**config.mk**
```make
export PLATFORM = sky130hd
export DESIGN_NAME = positional_list_table
export DESIGN_NICKNAME = d
export VERILOG_FILES = /design/src/rtl/plt_pkg.sv /design/src/rtl/plt_ram.sv /design/src/rtl/positional_list_table.sv
export SDC_FILE = /design/constraint.sdc
export NUM_CORES = 2
export LEC_CHECK = 0
export ABC_AREA = 1
export ABC_CLOCK_PERIOD_IN_PS = 11800
export BUFFER_PORTS_ARGS = -buffer_cell sky130_fd_sc_hd__buf_2
export CORE_MARGIN = 5
export CORE_UTILIZATION = 60
export CTS_CLUSTER_DIAMETER = 200
export CTS_CLUSTER_SIZE = 16
export DETAILED_ROUTE_END_ITERATION = 12
export MAX_ROUTING_LAYER = met4
export PLACE_DENSITY = 0.83
export SETUP_SLACK_MARGIN = 0.5
export SLEW_MARGIN = 20
export SYNTH_ARGS = -nofsm -noshare
export SYNTH_HDL_FRONTEND = slang
export SYNTH_HIERARCHICAL = 1
export SYNTH_SLANG_ARGS = --single-unit
```
**constraint.sdc**
```tcl
create_clock -name clk_i -period 11.8 [get_ports clk_i]
set_clock_uncertainty 0.05 [all_clocks]
set_input_delay 1.18 -clock clk_i [delete_from_list [all_inputs] [get_ports clk_i]]
set_output_delay 1.18 -clock clk_i [all_outputs]
set_load 0.03 [all_outputs]
```
**src/rtl/plt_pkg.sv**
```systemverilog
// Shared request codes, field widths and sequencer states for the positional list table.
package plt_pkg;

  // Field widths of the request and response payloads
  localparam int unsigned KIND_W = 2;
  localparam int unsigned POS_W  = 7;
  localparam int unsigned VAL_W  = 32;

  // Request kinds
  localparam logic [KIND_W-1:0] KIND_READ   = 2'd0;
  localparam logic [KIND_W-1:0] KIND_LOCATE = 2'd1;
  localparam logic [KIND_W-1:0] KIND_INSERT = 2'd2;
  localparam logic [KIND_W-1:0] KIND_DELETE = 2'd3;

  // Sequencer states
  localparam int unsigned STATE_W = 3;
  localparam logic [STATE_W-1:0] ST_IDLE   = 3'd0;
  localparam logic [STATE_W-1:0] ST_READ   = 3'd1;
  localparam logic [STATE_W-1:0] ST_LOCATE = 3'd2;
  localparam logic [STATE_W-1:0] ST_INSERT = 3'd3;
  localparam logic [STATE_W-1:0] ST_DELETE = 3'd4;
  localparam logic [STATE_W-1:0] ST_DONE   = 3'd5;

endpackage

```
**src/rtl/plt_ram.sv**
```systemverilog
// Generic single-write, single-read RAM with registered read data.
module plt_ram #(
  parameter int unsigned WIDTH = 32,
  parameter int unsigned DEPTH = 64
) (
  input  logic                     clk_i,
  input  logic                     we_i,
  input  logic [$clog2(DEPTH)-1:0] waddr_i,
  input  logic [WIDTH-1:0]         wdata_i,
  input  logic [$clog2(DEPTH)-1:0] raddr_i,
  output logic [WIDTH-1:0]         rdata_o
);

  logic [WIDTH-1:0] mem_q [DEPTH];

  // Write one entry, register the read data
  always_ff @(posedge clk_i) begin
    if (we_i) begin
      mem_q[waddr_i] <= wdata_i;
    end
    rdata_o <= mem_q[raddr_i];
  end

endmodule

```
**src/rtl/positional_list_table.sv**
```systemverilog
// Top level of the positional list table: request sequencer around one element RAM.
//
// A fixed-capacity ordered list kept in a RAM of CAPACITY entries plus a length
// counter. A request (kind, position, value) enters on the in channel when
// in_valid_i is high and in_stall_o is low; one response (status,
// found_position, read_value, list_length) leaves on the out channel when
// out_valid_o is high and out_stall_i is low.
// One request is worked on at a time; in_stall_o is high from acceptance until
// the response has been loaded into the output register. The RAM handles one
// element per cycle. Per kind, the sequencer works as follows:
//   read            one RAM read at position p, then the data is taken
//   locate          scan upward from position 1 to the first hit or the end
//   insert at p     shift the tail up from the end, then write the new value
//   delete at p     shift the tail down over the removed slot
// Rejected requests go straight to the completion state. The response
// register frees the sequencer: a new request may enter while the previous
// response waits. If the receiver stalls, the response holds and a finished
// request waits in its last state.
// Reset clears the length; the RAM is not cleared, only entries below the length are read.
module positional_list_table #(
  parameter int unsigned CAPACITY      = 64,
  parameter int unsigned ELEMENT_WIDTH = 32
) (
  input  logic                            clk_i,
  input  logic                            rst_ni,
  input  logic                            in_valid_i,
  output logic                            in_stall_o,
  input  logic [plt_pkg::KIND_W-1:0]      kind_i,
  input  logic [plt_pkg::POS_W-1:0]       position_i,
  input  logic signed [plt_pkg::VAL_W-1:0] value_i,
  output logic                            out_valid_o,
  input  logic                            out_stall_i,
  output logic                            status_o,
  output logic [plt_pkg::POS_W-1:0]       found_position_o,
  output logic signed [plt_pkg::VAL_W-1:0] read_value_o,
  output logic [plt_pkg::POS_W-1:0]       list_length_o
);

  localparam int unsigned AW = $clog2(CAPACITY);
  localparam int unsigned CW = $clog2(CAPACITY + 1);
  localparam int unsigned XW = (CW >= plt_pkg::POS_W) ? CW + 1 : plt_pkg::POS_W + 1;
  localparam int unsigned EW = ELEMENT_WIDTH;

  logic [plt_pkg::STATE_W-1:0] state_q, state_d;
  logic [CW-1:0]               count_q, count_d;
  logic [CW-1:0]               idx_q, idx_d;
  logic [CW-1:0]               pidx_q, pidx_d;
  logic [CW-1:0]               pos_q, pos_d;
  logic                        pend_q, pend_d;
  logic [EW-1:0]               val_q, val_d;
  logic                        res_status_q, res_status_d;
  logic [plt_pkg::POS_W-1:0]   res_found_q, res_found_d;
  logic [plt_pkg::VAL_W-1:0]   res_read_q, res_read_d;
  logic                        out_valid_q, out_valid_d;
  logic                        out_status_q, out_status_d;
  logic [plt_pkg::POS_W-1:0]   out_found_q, out_found_d;
  logic [plt_pkg::VAL_W-1:0]   out_read_q, out_read_d;
  logic [plt_pkg::POS_W-1:0]   out_len_q, out_len_d;

  logic          ram_we;
  logic [AW-1:0] ram_waddr;
  logic [EW-1:0] ram_wdata;
  logic [AW-1:0] ram_raddr;
  logic [EW-1:0] ram_rdata;

  logic          in_acc;
  logic          issue;
  logic [XW-1:0] pos_x;
  logic [XW-1:0] cnt_x;
  logic          rd_ok;
  logic          ins_ok;
  logic [63:0]   val_sx;
  logic [63:0]   rd_sx;

  plt_ram #(
    .WIDTH(EW),
    .DEPTH(CAPACITY)
  ) u_ram (
    .clk_i  (clk_i),
    .we_i   (ram_we),
    .waddr_i(ram_waddr),
    .wdata_i(ram_wdata),
    .raddr_i(ram_raddr),
    .rdata_o(ram_rdata)
  );

  // Request checks against the current length
  assign in_stall_o = (state_q != plt_pkg::ST_IDLE);
  assign in_acc     = in_valid_i && !in_stall_o;
  assign pos_x      = XW'(position_i);
  assign cnt_x      = XW'(count_q);
  assign rd_ok      = (pos_x != '0) && (pos_x <= cnt_x);
  assign ins_ok     = (pos_x != '0) && (pos_x <= cnt_x + 1'b1) &&
                      (count_q != CW'(CAPACITY));
  assign val_sx     = 64'($signed(value_i));
  assign rd_sx      = 64'($signed(ram_rdata));

  // Sequencer: one RAM read and at most one RAM write per cycle
  always_comb begin
    state_d      = state_q;
    count_d      = count_q;
    idx_d        = idx_q;
    pidx_d       = pidx_q;
    pos_d        = pos_q;
    pend_d       = pend_q;
    val_d        = val_q;
    res_status_d = res_status_q;
    res_found_d  = res_found_q;
    res_read_d   = res_read_q;
    out_valid_d  = out_valid_q;
    out_status_d = out_status_q;
    out_found_d  = out_found_q;
    out_read_d   = out_read_q;
    out_len_d    = out_len_q;
    ram_we       = 1'b0;
    ram_waddr    = pidx_q[AW-1:0];
    ram_wdata    = ram_rdata;
    ram_raddr    = idx_q[AW-1:0];
    issue        = 1'b0;

    // Drop the response once taken
    if (out_valid_q && !out_stall_i) begin
      out_valid_d = 1'b0;
    end

    unique case (state_q)
      plt_pkg::ST_IDLE: begin
        if (in_acc) begin
          res_status_d = 1'b1;
          res_found_d  = '0;
          res_read_d   = '0;
          pend_d       = 1'b0;
          val_d        = val_sx[EW-1:0];
          unique case (kind_i)
            plt_pkg::KIND_READ: begin
              if (rd_ok) begin
                idx_d   = CW'(pos_x - 1'b1);
                state_d = plt_pkg::ST_READ;
              end else begin
                state_d = plt_pkg::ST_DONE;
              end
            end
            plt_pkg::KIND_LOCATE: begin
              idx_d   = '0;
              state_d = plt_pkg::ST_LOCATE;
            end
            plt_pkg::KIND_INSERT: begin
              if (ins_ok) begin
                idx_d   = count_q;
                pos_d   = CW'(pos_x);
                state_d = plt_pkg::ST_INSERT;
              end else begin
                state_d = plt_pkg::ST_DONE;
              end
            end
            plt_pkg::KIND_DELETE: begin
              if (rd_ok) begin
                idx_d   = CW'(pos_x);
                state_d = plt_pkg::ST_DELETE;
              end else begin
                state_d = plt_pkg::ST_DONE;
              end
            end
            default: begin
              state_d = plt_pkg::ST_DONE;
            end
          endcase
        end
      end

      // Issue one read, then take the data
      plt_pkg::ST_READ: begin
        if (!pend_q) begin
          pend_d = 1'b1;
        end else begin
          pend_d       = 1'b0;
          res_status_d = 1'b0;
          res_read_d   = rd_sx[plt_pkg::VAL_W-1:0];
          state_d      = plt_pkg::ST_DONE;
        end
      end

      // Scan upward, compare the element read in the previous cycle
      plt_pkg::ST_LOCATE: begin
        issue  = (idx_q < count_q);
        pend_d = issue;
        pidx_d = idx_q;
        if (issue) begin
          idx_d = idx_q + 1'b1;
        end
        if (pend_q && (ram_rdata == val_q)) begin
          pend_d       = 1'b0;
          res_status_d = 1'b0;
          res_found_d  = plt_pkg::POS_W'(pidx_q + 1'b1);
          state_d      = plt_pkg::ST_DONE;
        end else if (!issue) begin
          pend_d  = 1'b0;
          state_d = plt_pkg::ST_DONE;
        end
      end

      // Shift the tail up from the end, then write the new value
      plt_pkg::ST_INSERT: begin
        issue     = (idx_q >= pos_q);
        ram_raddr = AW'(idx_q - 1'b1);
        pend_d    = issue;
        pidx_d    = idx_q;
        if (issue) begin
          idx_d = idx_q - 1'b1;
        end
        if (pend_q) begin
          ram_we = 1'b1;
        end else if (!issue) begin
          ram_we       = 1'b1;
          ram_waddr    = AW'(pos_q - 1'b1);
          ram_wdata    = val_q;
          count_d      = count_q + 1'b1;
          res_status_d = 1'b0;
          state_d      = plt_pkg::ST_DONE;
        end
      end

      // Shift the tail down over the removed slot
      plt_pkg::ST_DELETE: begin
        issue  = (idx_q < count_q);
        pend_d = issue;
        pidx_d = idx_q;
        if (issue) begin
          idx_d = idx_q + 1'b1;
        end
        if (pend_q) begin
          ram_we    = 1'b1;
          ram_waddr = AW'(pidx_q - 1'b1);
        end else if (!issue) begin
          count_d      = count_q - 1'b1;
          res_status_d = 1'b0;
          state_d      = plt_pkg::ST_DONE;
        end
      end

      // Load the response register when it is free
      plt_pkg::ST_DONE: begin
        if (!out_valid_q || !out_stall_i) begin
          out_valid_d  = 1'b1;
          out_status_d = res_status_q;
          out_found_d  = res_found_q;
          out_read_d   = res_read_q;
          out_len_d    = plt_pkg::POS_W'(count_q);
          state_d      = plt_pkg::ST_IDLE;
        end
      end

      default: begin
        state_d = plt_pkg::ST_IDLE;
      end
    endcase
  end

  // Control registers
  always_ff @(posedge clk_i or negedge rst_ni) begin
    if (!rst_ni) begin
      state_q     <= plt_pkg::ST_IDLE;
      count_q     <= '0;
      pend_q      <= 1'b0;
      out_valid_q <= 1'b0;
    end else begin
      state_q     <= state_d;
      count_q     <= count_d;
      pend_q      <= pend_d;
      out_valid_q <= out_valid_d;
    end
  end

  // Payload registers
  always_ff @(posedge clk_i) begin
    idx_q        <= idx_d;
    pidx_q       <= pidx_d;
    pos_q        <= pos_d;
    val_q        <= val_d;
    res_status_q <= res_status_d;
    res_found_q  <= res_found_d;
    res_read_q   <= res_read_d;
    out_status_q <= out_status_d;
    out_found_q  <= out_found_d;
    out_read_q   <= out_read_d;
    out_len_q    <= out_len_d;
  end

  assign out_valid_o      = out_valid_q;
  assign status_o         = out_status_q;
  assign found_position_o = out_found_q;
  assign read_value_o     = out_read_q;
  assign list_length_o    = out_len_q;

  // Length never passes the capacity
  a_count_bound: assert property (@(posedge clk_i) disable iff (!rst_ni)
    count_q <= CW'(CAPACITY))
    else $error("list length above capacity");

  // RAM writes only happen in the insert and delete states
  a_write_state: assert property (@(posedge clk_i) disable iff (!rst_ni)
    ram_we |-> (state_q == plt_pkg::ST_INSERT || state_q == plt_pkg::ST_DELETE))
    else $error("RAM write outside insert or delete");

  // Writes stay inside the live list (one past the end while inserting)
  a_write_range: assert property (@(posedge clk_i) disable iff (!rst_ni)
    ram_we |-> (CW'(ram_waddr) <= count_q))
    else $error("RAM write beyond list end");

  // A new response only comes from the completion state
  a_resp_origin: assert property (@(posedge clk_i) disable iff (!rst_ni)
    $rose(out_valid_q) |-> $past(state_q) == plt_pkg::ST_DONE)
    else $error("response raised outside completion");

  // Length only changes after an insert or delete state
  a_count_step: assert property (@(posedge clk_i) disable iff (!rst_ni)
    (count_q != $past(count_q)) |->
      ($past(state_q) == plt_pkg::ST_INSERT || $past(state_q) == plt_pkg::ST_DELETE))
    else $error("length changed outside insert or delete");

endmodule

```
# Word level (Yosys, flattened, before mapping)
# Memories as Yosys holds them, arrays and structs flattened. A register that Yosys moved wholly into a read port is not among the register bits.
# Cells that the tools add are included.
# totals
register_bits,152
latch_bits,0
ram_bits,2048
rom_bits,0
inputBits,45
elab_cells,145
mem_count,1
# op_classes
n_addsub,9
mul,0
n_div,0
n_lt_le_gt_ge,4
eq_ne,23
shift,0
muxes,62
bitwise,0
n_reduce_logical,31
# mem_list
name,depth,word_bits,read_ports,rd_ports_with_merged_regs,wr,line_no,text
u_ram.mem_q,64,32,1,1,1,plt_ram.sv:14,logic [WIDTH-1:0] mem_q [DEPTH];
# ops
op,count
32-bit 2-to-1 mux,5
7-bit 2-to-1 mux,12
32-bit case mux with 2 select lines,1
32-bit == test,1
3-bit 2-to-1 mux,10
7-bit case mux with 2 select lines,2
7-bit case mux with 4 select lines,1
6-bit 2-to-1 mux,4
"7-bit by 1-bit adder with 7-bit output, second input constant",3
7-bit case mux with 3 select lines,1
"7-bit by 1-bit subtractor with 7-bit output, second input constant",3
1-bit 2-to-1 mux,20
"2-bit inequality test, second input constant",9
3-bit case mux with 6 select lines,1
3-bit case mux with 4 select lines,1
6-bit case mux with 2 select lines,1
"6-bit by 1-bit subtractor with 6-bit output, second input constant",2
1-bit case mux with 5 select lines,2
"3-bit inequality test, second input constant",3
"7-bit by 1-bit adder with 8-bit output, second input constant",1
7-bit by 8-bit <= comparator with 1-bit output,1
8-bit AND reduction,1
8-bit nonzero test,1
7-bit greater-or-equal comparator,1
26 further kinds,42

# Logic depth before layout (Yosys ltp)
# depth
depth_word,8
mapped_depth,20

# Modules after synthesis
# The synthesis kept the hierarchy.
# by_module_without_submodules
module,instances,cells_each,area_each_um2
plt_ram,1,6769,82739.4
positional_list_table,1,849,8060.2

# Least setup slack after synthesis
# OpenSTA, ideal clock, no wires.
# synth_timing
path_type,reg2reg
start,register idx_q[2]
end,"memory u_ram.mem_q[48][0], enable pin"
setup_time_ps,502
arrival_ps,5304
t_required_ps,11248
setup_slack_ps,5944
stages_incl_launch_ff,14
path_cell_list,edfxtp_1 > ha_1 > a21oi_1 > o21ai_0 > nand4_1 > nand3_1 > nor2_1 > buf_2 > o21ai_0 > o211ai_1 > nand2_1 > inv_1 > nand4_1 > nor4_1
# synth_rtl
element,line_no,text
"start, declared",positional_list_table.sv:46,"logic [CW-1:0] idx_q, idx_d;"
"start signal, assigned",positional_list_table.sv:276,idx_q <= idx_d;
7-bit greater-or-equal comparator,positional_list_table.sv:204,issue = (idx_q >= pos_q);
6-bit 2-to-1 mux,positional_list_table.sv:213,end else if (!issue) begin
6-bit 2-to-1 mux,positional_list_table.sv:211,if (pend_q) begin
6-bit case mux with 2 select lines,positional_list_table.sv:126,unique case (state_q)
named net ram_waddr[3],positional_list_table.sv:61,logic [AW-1:0] ram_waddr;
"end, declared",plt_ram.sv:14,
# The timed path passes the listed nets, and every way through them passes these cells.

# Worst setup path after layout
# layout_timing
start,register state_q[2] (netlist name)
end,register u_ram.rdata_o[3] (read register of u_ram.mem_q)
# layout_between
elab_chain_cells,2
# layout_rtl
element,line_no,text
"start, declared",positional_list_table.sv:44,"logic [plt_pkg::STATE_W-1:0] state_q, state_d;"
"start signal, assigned",positional_list_table.sv:262,state_q <= plt_pkg::ST_IDLE;
"start signal, assigned",positional_list_table.sv:267,state_q <= state_d;
3-bit by 2-bit == test with 1-bit output,positional_list_table.sv:126,
6-bit 2-to-1 mux,positional_list_table.sv:126,
named net ram_raddr[0],positional_list_table.sv:63,logic [AW-1:0] ram_raddr;
"end, declared",plt_ram.sv:11,output logic [WIDTH-1:0] rdata_o
# The timed path passes the listed nets, and every way through them passes these cells.
# A chain may end at the register's enable or synchronous reset.

==> qor.csv <==
metric;value;unit
status;complete, no violations;
critical_path.max_stage_delay;920;ps
gp_routability_congestion;0.974;
power.share.combinational;42.4;%
cts-root-buf;sky130_fd_sc_hd__clkbuf_16;
worst_setup_hold_path_clk_slew;80;ps
first_global_vias;59000;
seq_area_frac_synth;73.4;%
p_per_area;277;nW/µm²
syn-cell-area;90800;µm²
synth.ff_latch_count;2232;
via_per_inst;6.53;
synth_compound_gate_area_share;0.831;%
iteration_count_of_the_initial_detailed_routing_pass;9;
initialDrtViolationCount;12000;
power.share.switching;43.9;%
worst_setup_path_start_kind;flop;
min_period;5970;ps
ctsLongestPathBuffers;3;
grt_pass1_wl;376;mm
clk-insertion-delay-late;840;ps
synth_async_sr_flop_share;0.538;%
ir_worst_vdd;0.000290;V
grt_max_degree;231;
io_pins;94;
cts.sink_count;2232;
worstSetupPathType;reg -> reg;
worst-endpoint-arrival;6660;ps
via_count;63000;
cts_hold_buffers;0;
initial_core_util;60.5;%
total_switching_power;12.0;mW
synthFlopType;sky130_fd_sc_hd__edfxtp_1;
route.detailed.wl_per_inst;26.9;µm
remaining_drc_errors;0;
finalMaxSlewViolations;0;
grt_remaining_overflow;0;
layout-area-overhead-vs-synth;8.57;%
synth_cell_types;42;
p_int;15.3;mW
unrepaired_setup_endpoints_after_global_routing;false;
final.fill_count;9869;
dp_wirelength;143;mm
synthXorXnorAreaFrac;0.289;%
hold_viol_final;0;
fin_hold_ws;183;ps
worst_setup_path_end_kind;flop;
finalWirelength;259;mm
setup-tns-final;0;ps
nNetsFinal;7628;
leakagePower;34.8;nW
totalPowerFinal;27.3;mW
setup.reg_to_reg.worst_slack;5830;ps
share_seq_of_total_power;39.1;%
placement.io_buffers;93;
die-width;399;µm
grtUsageTotal;32.9;%
cell_types_with_the_largest_area_share_after_synthesis;sky130_fd_sc_hd__edfxtp_1 (72%), sky130_fd_sc_hd__nand3_1 (11%), sky130_fd_sc_hd__nand2_1 (9.9%);
cts.repair_timing.setup_buffer_count;0;
final_layout_size_suffix_gt1_share;6.96;%
required;12490;ps
commonest_cells_after_routing_fill_and_taps_aside;sky130_fd_sc_hd__nand2_1 (2,386), sky130_fd_sc_hd__edfxtp_1 (2,188), sky130_fd_sc_hd__nand3_1 (1,952);
hold_class;in -> async;
worst_slew_pin_slew;1220;ps
synth.avg_cell_area;11.9;µm²
post_synth_inst_count;7618;
critical_path_maximum_fanout;230;
yosys_warnings;6;
clock_power_share;18.5;%
maxClockFrequency;167;MHz
tritoncts_buffers;157;
critical-path-top-delay-family;buffers and inverters;
synth_top_family_by_area;simple AND/OR/NAND/NOR gates;
synth.mux.area_fraction;0;%
synth_top_area_share;72.4;%
num_rows;142;
drv.max_cap_violation_count;0;
slowest_cell_on_crit_path;sky130_fd_sc_hd__buf_4;
setup_violations;0;
fp.dieArea;159000;µm²
grt_antenna_before_repair;21;
final_min_period_over_clock_period;50.6;%
die_y;399;µm
final_common_cell;sky130_fd_sc_hd__nand2_1;
synthAdderAreaFrac;0.587;%
synth_edf_count;2188;
cts.htree.levels;4;
timing.max_slew.rel_slack;18.6;%
detail-route-antenna-nets;0;
mappedNetlistNets;7705;
worstPathCellList;nor2_2 -> inv_2 -> nor2_8 -> ha_1 -> inv_8 -> inv_16 -> buf_4 -> buf_4 -> nand2_1 -> nand3_1 -> nand3_1 -> nand3_1 -> nand2_1 -> nand2_1 -> nand3_1 -> nand2_1;
synth_top_area_cell;sky130_fd_sc_hd__edfxtp_1;
synth_simple_gate_area_share;21.7;%
core_area;150000;µm²
cts_resized;0;
clock_tree_from_tritoncts;built;
cp_num_buf_inv;5;
registers in the layout, indices dropped and copies added, names as in the netlist, 3 cells and up:
signal            count
read_value_o         32
state_q               3
res_read_q           32
idx_q                 7
u_ram/rdata_o        32
u_ram/mem_q        2048
res_found_q           7
pos_q                 7
val_q                32
count_q               7
list_length_o         7
pidx_q                7
found_position_o      7
metrics by stage:
stage / area (µm²) / instances / worst slack [ps] / utilization (%)
floorplan: 90800 / 7618 / 5940 / -
global placement: 93200 / 9361 / 6370 / 62.1
detailed placement: 93500 / 9371 / 6320 / 62.3
CTS: 97900 / 9602 / 6210 / 65.2
global route: 98600 / 9641 / 5770 / 65.7
finish: 98600 / 9643 / 5830 / 65.7
cells by family after synthesis:
group / after synthesis
buffers and inverters: 614
flip-flops: 2232
AO/OA/AOI/OAI: 143
adder cells (fa/ha/maj): 42
AND/OR/NAND/NOR: 4557
XOR/XNOR: 30
worst paths after layout:
path,cells past startpoint,startpoint,end
max,16,state_q[2],u_ram/rdata_o[3]
min,1,rst_ni,count_q[6]
max reg2reg,16,state_q[2],u_ram/rdata_o[3]
min reg2reg,0,res_read_q[12],read_value_o[12]
max in group asynchronous,1,rst_ni,state_q[1]
min in group clk_i,0,res_read_q[12],read_value_o[12]
worst register-to-register path, stage by stage (launching register included):
cell and delay [ps]:
sky130_fd_sc_hd__dfrtp_1 470, sky130_fd_sc_hd__nor2_2 190, sky130_fd_sc_hd__inv_2 100, sky130_fd_sc_hd__nor2_8 300
sky130_fd_sc_hd__ha_1 280, sky130_fd_sc_hd__inv_8 180, sky130_fd_sc_hd__inv_16 700, sky130_fd_sc_hd__buf_4 1080
sky130_fd_sc_hd__buf_4 980, sky130_fd_sc_hd__nand2_1 180, sky130_fd_sc_hd__nand3_1 130, sky130_fd_sc_hd__nand3_1 180
sky130_fd_sc_hd__nand3_1 290, sky130_fd_sc_hd__nand2_1 100, sky130_fd_sc_hd__nand2_1 100, sky130_fd_sc_hd__nand3_1 400
sky130_fd_sc_hd__nand2_1 200
power groups by stage:
stage | sequential, mW | combinational [mW] | clock [mW]
after detailed placement | 10.8 | 10.9 | 0
final | 10.7 | 11.6 | 5.05
after global routing | 10.7 | 12.1 | 5.40
after CTS | 10.6 | 11.0 | 5.07
after global placement | 10.8 | 10.6 | 0
after floorplan | 10.8 | 6.72 | 0
layer usage:
metal	vias up	wire (µm)	global-route usage (%)
li1	26700	-	-
met1	29900	83500	41.8
met2	5452	117000	48.3
met3	946	39600	8.64
met4	0	19300	19.7
met5	-	0	-
cell type report:
type	count	area [µm²]	area share [%]
diodes	14	35.0	0.0355
clock buffers	218	4220	4.28
clock inverters	13	178	0.180
inverters	152	614	0.623
multi-input cells	4772	22200	22.5
flip-flops and latches	2232	66600	67.6
well taps	2016	2520	2.56
repair buffers	226	2190	2.22
synth_stat cells (35+ instances only):
master and instances:
sky130_fd_sc_hd__buf_1 35, sky130_fd_sc_hd__edfxtp_1 2188, sky130_fd_sc_hd__clkbuf_1 84, sky130_fd_sc_hd__nor2_1 163, sky130_fd_sc_hd__nand3_1 1953, sky130_fd_sc_hd__o21ai_0 49, sky130_fd_sc_hd__buf_4 45, sky130_fd_sc_hd__nand2_1 2386
sky130_fd_sc_hd__ha_1 41, sky130_fd_sc_hd__inv_1 143, sky130_fd_sc_hd__a21oi_1 56, sky130_fd_sc_hd__buf_2 292
No activity file was read; power rests on OpenSTA's default activity.
